===== src/rtl/twh_pkg.sv =====
// ----------------------------------------------------------------------------
// twh_pkg
// Shared types and constants for the threshold-binned weighted histogram.
// ----------------------------------------------------------------------------
package twh_pkg;

    localparam int THR_W      = 16;  // one threshold / forecast value
    localparam int NUM_THRESH = 12;  // thresholds held in the three packed words
    localparam int THR_PER_WD = 4;
    localparam int CFG_W      = 64;
    localparam int CFG_IDX_W  = 2;
    localparam int ROWS_W     = 4;
    localparam int WEIGHT_W   = 16;
    localparam int BIN_W      = 4;
    localparam int TOTAL_W    = 40;

    typedef enum logic [CFG_IDX_W-1:0] {
        REG_NUM_ROWS     = 2'd0,
        REG_THRESHOLDS_A = 2'd1,
        REG_THRESHOLDS_B = 2'd2,
        REG_THRESHOLDS_C = 2'd3
    } t_reg_idx;

    typedef logic [THR_W-1:0] t_thr;
    typedef t_thr [NUM_THRESH-1:0] t_thr_vec;

    typedef struct packed {
        logic [THR_W-1:0]    value;
        logic                is_event;
        logic [WEIGHT_W-1:0] weight;
    } t_in_beat;

    typedef struct packed {
        logic [BIN_W-1:0]   bin;
        logic               in_range;
        logic [TOTAL_W-1:0] event_total;
        logic [TOTAL_W-1:0] nonevent_total;
    } t_out_beat;

    // bin lookup result passed from the finder to the count stage
    typedef struct packed {
        logic             hit;
        logic [BIN_W-1:0] bin;
    } t_bin_res;

endpackage


===== src/rtl/twh_bin_find.sv =====
// ----------------------------------------------------------------------------
// twh_bin_find
// Parallel threshold compare and lowest-match priority pick for one value.
// ----------------------------------------------------------------------------
module twh_bin_find
    import twh_pkg::*;
#(
    parameter int MAX_ROWS = 11
) (
    input  logic [THR_W-1:0]  i_value,
    input  t_thr_vec          i_thr,
    input  logic [ROWS_W-1:0] i_num_rows,
    output t_bin_res          o_res
);

    logic [ROWS_W-1:0]     rows;
    logic [NUM_THRESH-1:0] ge;
    logic [NUM_THRESH-1:0] lt;
    logic [MAX_ROWS-1:0]   match;
    t_thr                  top_thr;
    logic                  outside;

    // zero rows behaves as one, too many as MAX_ROWS
    always_comb begin
        if (i_num_rows == '0) begin
            rows = ROWS_W'(1);
        end else if (i_num_rows > ROWS_W'(MAX_ROWS)) begin
            rows = ROWS_W'(MAX_ROWS);
        end else begin
            rows = i_num_rows;
        end
    end

    always_comb begin
        for (int k = 0; k < NUM_THRESH; k++) begin
            ge[k] = (i_value >= i_thr[k]);
            lt[k] = (i_value <  i_thr[k]);
        end
        for (int j = 0; j < MAX_ROWS; j++) begin
            match[j] = (ROWS_W'(j) < rows) && ge[j] && lt[j+1];
        end
    end

    assign top_thr = i_thr[rows];
    assign outside = lt[0] || (i_value > top_thr);

    always_comb begin
        o_res.hit = 1'b0;
        o_res.bin = '0;
        for (int j = MAX_ROWS - 1; j >= 0; j--) begin
            if (match[j]) begin
                o_res.hit = 1'b1;
                o_res.bin = BIN_W'(j);
            end
        end
        // value sitting exactly on the top threshold lands in the last bin
        if (!o_res.hit && (i_value == top_thr)) begin
            o_res.hit = 1'b1;
            o_res.bin = BIN_W'(rows - ROWS_W'(1));
        end
        if (outside) begin
            o_res.hit = 1'b0;
            o_res.bin = '0;
        end
    end

endmodule


===== config.mk =====
export PLATFORM = sky130hd
export DESIGN_NAME = twh_bin_find
export DESIGN_NICKNAME = d
export VERILOG_FILES = /design/src/rtl/twh_pkg.sv /design/src/rtl/twh_bin_find.sv
export SDC_FILE = /design/constraint.sdc
export NUM_CORES = 1
export LEC_CHECK = 0
export ABC_AREA = 1
export BUFFER_PORTS_ARGS = -buffer_cell sky130_fd_sc_hd__clkbuf_2
export CAP_MARGIN = 10
export CORE_AREA = 8 8 120 122
export DETAILED_ROUTE_END_ITERATION = 10
export DIE_AREA = 0 0 128 130
export PLACE_DENSITY = 0.9
export SYNTH_ARGS = -nofsm -noshare
export SYNTH_HDL_FRONTEND = slang
export SYNTH_SLANG_ARGS = --single-unit

===== constraint.sdc =====
create_clock -name vclk -period 8.55
set_clock_uncertainty 0.05 [all_clocks]
set_input_delay 0.855 -clock vclk [all_inputs]
set_output_delay 0.855 -clock vclk [all_outputs]
set_load 0.02 [all_outputs]

==> impl_metrics.toml, run 1 <==
[die]
fp-row-count = 41
core_mm2 = 0.0124
boundaryPins = 217
initial_utilization = 0.587
fp.dieW_um = 128
die-area_mm2 = 0.0166
die_h_um = 130

[logic_synthesis]
synth_adder_area_share = 0.360
synth_compound_area_frac = 0.261
synthMuxAreaShare = 0
netlist.area_leader.share = 0.360
yosysWarningCount = 0
syn_inst = 1212
synth_nets = 1634
avgSynthCellArea_um2 = 6.01
synth-xor-area-share = 0.00120
ys_seq_area_frac = 0
yosysTopAreaCell = "ha_1"
syn_area_mm2 = 0.00729
ys_types = 43
synth_top_family_by_area = "adder cells"
synth_area_leaders = "ha_1 (36%), inv_1 (12%), nand2_1 (10%), a21oi_1 (9.7%), o21ai_0 (7.5%)"
yosys.area_share.simple = 0.227

[worst_setup_path]
end_kind = "output pin"
cp_max_fo = 83
slowest_stage = "buf_4"
path_buf_inv = 6
cpPeakStageDelay_ns = 0.68
critPathLaunchType = "primary input"
cpMostUsedCell = "nand2_1"
crit_family = "buffers and inverters"
cp.required_ns = 7.65
crit_type = "in -> out"
critical_path_depth = 22
arrival_ns = 5.13
path_cells = "clkbuf_2 > inv_4 > nand3_1 > nand2_4 > buf_4 > nand2_1 > o211ai_1 > a21oi_1 > a221oi_1 > ha_1 > nand2_1 > inv_1 > a221oi_1 > nor2_1 > o21ai_0 > o2111ai_1 > nand2_1 > nand2_1 > inv_1 > nand3_1 > a21oi_1 > clkbuf_2"

[pwr]
p_comb_frac = 1.000
p_sw_frac = 0.615
p_leak_uw = 0.00514
power.density_mw_per_mm2 = 56.2
p_clk_frac = 0
irDropWorstVdd_mv = 0.0287
p_seq_frac = 0
power.switching_uw = 292
p_int_uw = 183

[status]
run_status = "finished clean"

[timing]
setup_viol_count_final = 0
fin_tns_setup_ns = 0
rsz0062_at_grt = "no"
fmax_mhz = 166
hold_viol_final = 0
min_period_ns = 6.04
timing.final.crit_share = 0.706
max_slew_margin = 0.329
worst_pin_slew_ns = 1.01
drv_slew = 0

[routing]
vias_per_cell = 5.77
ant_nets = 0
drt-total-wl_mm = 25.9
drtIter0Drc = 806
drc = 0
drt_first_pass_iters = 6
routedWlPerCell_um = 16.5
via_count = 9055

[cts]
cts_resized = 0
cts_setup_buffers = 0
postCtsHoldBufs = 0

[final_layout]
area_growth_pct = 15.8
nNetsFinal = 1821
mostFrequentLayoutCells = "inv_1 (241), clkbuf_2 (217), ha_1 (210)"
drive_gt1_frac = 0.175
final_common_cell = "inv_1"
n_fill_cell = 1180
fin_util = 0.680
antenna_cells = 0
seq_cells = 0
ff_latch_area_um2 = 0
nClkBuffers = 0

[global_route]
first_global_vias = 8696
antenna_found_initial = 0
grt_pass1_wl_mm = 40.7
globalRouteTotalUtil = 0.298
grt.overflow.total = 0
grt_max_degree = 84

[min_path]
min_from = "i_num_rows[3]"
hold_class = "in -> out"
holdPathStages = 4
hold_end = "o_res[3]"

[placement]
place_hpwl_mm = 21.6
place.gp.congestion = 0.978
port_buffers = 217

[run]
cap_violations = 0
[logic make-up after synthesis]
logic type,count (synthesis)
XOR/XNOR,1
adder cells (fa/ha/maj),210
AND/OR/NAND/NOR,390
buffers and inverters,279
AO/OA/AOI/OAI,332
[stage by stage]
| stage | cell area, um^2 | power (uW) | cells | hold slack, ns | worst slack (ns) |
|---|---|---|---|---|---|
| floorplan | 7290 | 304 | 1212 | 2.10 | 4.04 |
| global placement | 8440 | 448 | 1569 | 2.42 | 2.76 |
| detailed placement | 8440 | 462 | 1569 | 2.40 | 2.66 |
| CTS | 8440 | 464 | 1569 | 2.40 | 2.66 |
| global route | 8440 | 536 | 1569 | 2.46 | 2.10 |
| finish | 8440 | 475 | 1569 | 2.43 | 2.51 |
[tightest hold or removal path, delay by kind of cell]
kind / cells / cell delay (ns)
compound gates: 2 / 0.30
buf+inv: 2 / 0.46
[area by class of cell]
cell class / count / area [um^2] / share of cell area
Inverter: 245 / 922 / 0.109
Timing Repair Buffer: 219 / 1100 / 0.130
Multi-Input combinational cell: 933 / 6200 / 0.735
Tap cell: 172 / 215 / 0.0255
[power by group through the flow]
| stage | Sequential [uW] | Clock, uW | Combinational, uW |
|---|---|---|---|
| global placement | 0 | 0 | 448 |
| global route | 0 | 0 | 536 |
| CTS | 0 | 0 | 464 |
| floorplan | 0 | 0 | 304 |
| detailed placement | 0 | 0 | 462 |
| finish | 0 | 0 | 475 |
[how the worst max path moves through the flow]
stage / from / slack, ns / to
6_report: i_num_rows[3] / 2.51 / o_res[3]
5_1_grt: i_num_rows[3] / 2.10 / o_res[0]
4_1_cts: i_num_rows[3] / 2.66 / o_res[3]
3_5_place_dp: i_num_rows[3] / 2.66 / o_res[3]
3_3_place_gp: i_num_rows[3] / 2.76 / o_res[3]
2_1_floorplan: i_num_rows[3] / 4.04 / o_res[3]
[per-layer routing]
metal	part of all wire	track usage	routed length, um	vias to the layer above
li1	-	-	-	4474
met1	0.41	0.364	10600	4015
met2	0.46	0.517	11800	474
met3	0.095	0.0416	2450	92
met4	0.040	0.121	1040	0
met5	0	0	0	-
[synth_stat cells, types with 2 or more instances]
cell and number:
a221oi_1 7, o22ai_1 24, nor3_1 15, nand2_2 3, buf_2 14, nand2_1 198, nand3_1 36, nor2_1 107
nor2_2 4, o21ai_0 109, buf_6 2, inv_1 241, buf_4 2, a21oi_1 141, o21bai_1 3, a2111oi_2 6
o21ai_1 3, a211oi_1 5, ha_1 210, clkbuf_1 15, nand4_1 18, o21a_1 6, nand3b_1 3, inv_2 3
o211ai_1 19
(Power assumes the default switching activity.)
==> inputs of run 2 (changes only) <==
CORE_AREA = 8 8 130 132   (was 8 8 120 122)
DIE_AREA = 0 0 138 140   (was 0 0 128 130)
PLACE_DENSITY = 0.81   (was 0.9)
clock period = 5.1 ns   (was 8.55 ns; I/O delays follow)
==> impl_metrics.toml, run 2 (same netlist as run 1, synthesis figures left out) <==
[pwr]
power.density_mw_per_mm2 = 93.9
power_uw = 800
p_sw_frac = 0.611
p_int_uw = 311
p_clk_frac = 0
power.switching_uw = 489
irDropWorstVdd_mv = 0.0503
p_comb_frac = 1.000
p_leak_uw = 0.00518
p_seq_frac = 0

[timing]
fmax_mhz = 216
timing.final.crit_share = 0.906
rsz0062_at_grt = "no"
whs_ns = 1.69
max_slew_margin = 0.497
fin_tns_setup_ns = 0
drv_slew = 0
setup_viol_count_final = 0
hold_viol_final = 0
min_period_ns = 4.62
worst_pin_slew_ns = 0.753

[routing]
via_count = 8885
drc = 0
ant_nets = 0
vias_per_cell = 5.58
routedWlPerCell_um = 16.6
drt-total-wl_mm = 26.3
drtIter0Drc = 489
drt_first_pass_iters = 5

[placement]
place.gp.congestion = 0.986
port_buffers = 217
place_hpwl_mm = 22.5

[final_layout]
drive_gt1_frac = 0.178
antenna_cells = 0
seq_cells = 0
n_fill_cell = 1548
mostFrequentLayoutCells = "inv_1 (241), clkbuf_2 (217), ha_1 (210)"
multi_input_area_mm2 = 0.00620
final_common_cell = "inv_1"
ff_latch_area_um2 = 0
nClkBuffers = 0
area_growth_pct = 16.9
nNetsFinal = 1827

[global_route]
top_usage_layer = "met2"
grt.overflow.total = 0
grt_pass1_wl_mm = 42.1
met1_usage = 0.325
use_met3 = 0.0341
first_global_vias = 8873
grt_util_met2 = 0.438
globalRouteTotalUtil = 0.258
grt_max_degree = 64
antenna_found_initial = 0

[die]
boundaryPins = 217
die-area_mm2 = 0.0193
fp-row-count = 45
die_h_um = 140
fp.dieW_um = 138
core_mm2 = 0.0149
initial_utilization = 0.490

[cts]
cts_resized = 0
postCtsHoldBufs = 0
cts_setup_buffers = 0

[worst_setup_path]
cp_max_fo = 37
end_kind = "output pin"
critPathLaunchType = "primary input"
crit_type = "in -> out"
cp.required_ns = 4.54
arrival_ns = 4.06

[run]
cap_violations = 0

[status]
run_status = "finished clean"

[min_path]
hold_class = "in -> out"
## run 2: area by class of cell
| class | count | share of cell area |
|---|---|---|
| Timing Repair Buffer | 225 | 0.136 |
| Tap cell | 188 | 0.0276 |
| Multi-Input combinational cell | 933 | 0.728 |
| Inverter | 245 | 0.108 |
## run 2: power by group through the flow
stage / sequential [uW] / clock (uW) / combinational, uW
final: 0 / 0 / 800
after global routing: 0 / 0 / 909
after CTS: 0 / 0 / 789
after detailed placement: 0 / 0 / 786
after global placement: 0 / 0 / 767
after floorplan: 0 / 0 / 509
## run 2: layer usage
metal | vias up | wire length (um)
met5 | - | 0
met1 | 3903 | 11000
met3 | 75 | 2240
met2 | 425 | 12000
li1 | 4482 | -
met4 | 0 | 1060
## run 2: worst max-delay path, cell delays in order
cell	delay (ns)
clkbuf_2	0.19
a21oi_1	0.26
nand2_4	0.21
inv_2	0.53
buf_4	0.31
o21ai_0	0.09
o22ai_1	0.17
a221oi_1	0.12
ha_1	0.34
nand3_1	0.09
nor3_1	0.31
and3_1	0.21
inv_1	0.06
nand2_1	0.06
nand2_1	0.11
inv_1	0.11
nand3_1	0.07
a21oi_1	0.12
clkbuf_2	0.19
## run 2: through the flow
step / cells / setup slack, ns / utilization / area, um^2
6_report: 1591 / 0.478 / 0.573 / 8520
5_1_grt: 1591 / 0.121 / 0.573 / 8520
4_1_cts: 1591 / 0.524 / 0.573 / 8520
3_5_place_dp: 1591 / 0.539 / 0.573 / 8520
3_3_place_gp: 1591 / 0.633 / 0.573 / 8520
2_1_floorplan: 1212 / 1.28 / - / 7290
## run 2: path summary, 6_finish.rpt
check	startpoint	endpoint	slack, ns	cells after the start
setup / recovery	i_num_rows[2]	o_res[3]	0.48	19
hold / removal	i_num_rows[3]	o_res[3]	1.69	5
==> inputs of run 3 (changes only) <==
GPL_TIMING_DRIVEN = 0   (was default)
==> impl_metrics.toml, run 3 (same netlist as run 1, synthesis figures left out) <==
[worst_setup_path]
path_cells = "buf_6 > inv_4 > o21ai_2 > buf_2 > clkbuf_1 > o21ai_0 > o22ai_1 > a221oi_1 > ha_1 > nand2_1 > inv_1 > a221oi_1 > nor2_1 > o21ai_0 > o2111ai_1 > nand2_1 > nand2_1 > inv_1 > nand3_1 > a21oi_1 > clkbuf_2"
critPathLaunchType = "primary input"
arrival_ns = 4.34
cp.required_ns = 4.54
path_buf_inv = 7
cp_max_fo = 10
slowest_stage = "clkbuf_1"
critical_path_depth = 21
crit_family = "compound AO/OA/AOI/OAI gates"
cpPeakStageDelay_ns = 0.57
end_kind = "output pin"
cpMostUsedCell = "nand2_1"
crit_type = "in -> out"

[min_path]
hold_class = "in -> out"
holdPathStages = 9

[global_route]
grt_pass1_wl_mm = 44.9
antenna_found_initial = 0
first_global_vias = 9192
grt.overflow.total = 0
grt_max_degree = 14
globalRouteTotalUtil = 0.281

[placement]
place_hpwl_mm = 24.3
placed_cells = 1615
port_buffers = 215
place.gp.congestion = 0.978

[routing]
drt-total-wl_mm = 28.7
drc = 0
ant_nets = 0
drt_first_pass_iters = 7
drtIter0Drc = 752
routedWlPerCell_um = 17.8
vias_per_cell = 5.69
via_count = 9193

[die]
core_mm2 = 0.0149
die-area_mm2 = 0.0193
fp.dieW_um = 138
boundaryPins = 217
initial_utilization = 0.490
fp-row-count = 45
die_h_um = 140

[pwr]
p_leak_uw = 0.00524
irDropWorstVdd_mv = 0.0491
power.density_mw_per_mm2 = 96.0

[timing]
whs_ns = 1.76
hold_viol_final = 0
min_period_ns = 4.90
timing.final.crit_share = 0.960
max_slew_margin = 0.540
setup_viol_count_final = 0
worst_pin_slew_ns = 0.690
drv_slew = 0
fmax_mhz = 204
rsz0062_at_grt = "no"
fin_tns_setup_ns = 0

[final_layout]
ff_latch_area_um2 = 0
mostFrequentLayoutCells = "inv_1 (241), clkbuf_2 (222), ha_1 (210)"
area_growth_pct = 18.1
n_fill_cell = 1538
final_cell_count_no_fill = 1615
nNetsFinal = 1851
antenna_cells = 0
final_common_cell = "inv_1"
drive_gt1_frac = 0.186
nClkBuffers = 0
seq_cells = 0

[status]
run_status = "finished clean"

[cts]
postCtsHoldBufs = 0
cts_setup_buffers = 0

[run]
cap_violations = 0
-- run 3: changes by cell type in the layout (fill, tap and decap cells not counted) --
| cell | before | now |
|---|---|---|
| buf_12 | 1 | 0 |
| buf_2 | 0 | 14 |
| buf_4 | 7 | 2 |
| buf_6 | 0 | 2 |
| clkbuf_1 | 0 | 9 |
| clkbuf_2 | 217 | 222 |
| nand2_2 | 2 | 3 |
| nand2_4 | 1 | 0 |
-- run 3: path summary, 6_finish.rpt --
path     startpoint        to  slack [ns]
max   i_num_rows[3]  o_res[3]        0.20
min   i_num_rows[3]  o_res[0]        1.76
-- run 3: final cells by class --
| class | count | area, um^2 | area share |
|---|---|---|---|
| Tap cell | 188 | 235 | 0.0273 |
| Multi-Input combinational cell | 933 | 6200 | 0.720 |
| Inverter | 245 | 922 | 0.107 |
| Timing Repair Buffer | 215 | 1080 | 0.125 |
| Buffer | 34 | 176 | 0.0205 |
-- run 3: where the power goes --
part / switching [uW] / internal [uW] / total [uW] / leakage, uW
Sequential: 0 / 0 / 0 / 0
Combinational: 510 / 316 / 827 / 0.00524
Clock: 0 / 0 / 0 / 0
-- run 3: per-layer routing --
metal	track usage	part of all wire
met5	0	0
met4	0.123	0.047
met3	0.0531	0.11
met2	0.479	0.45
met1	0.335	0.39
-- run 3: per-stage QoR --
step	util	setup slack (ns)	total power [uW]	area, um^2
finish	0.579	0.201	827	8610
global route	0.579	0.00350	932	8610
CTS	0.579	0.239	810	8600
detailed placement	0.579	0.264	806	8600
global placement	0.579	0.299	783	8600
floorplan	-	1.28	509	7290
-- run 3: repair_timing --
| item | 4_1_cts | 5_1_grt |
|---|---|---|
| setup endpoints to repair | 0 | 3 |
| hold endpoints to repair | 0 | 0 |
| resized for setup | 0 | 12 |
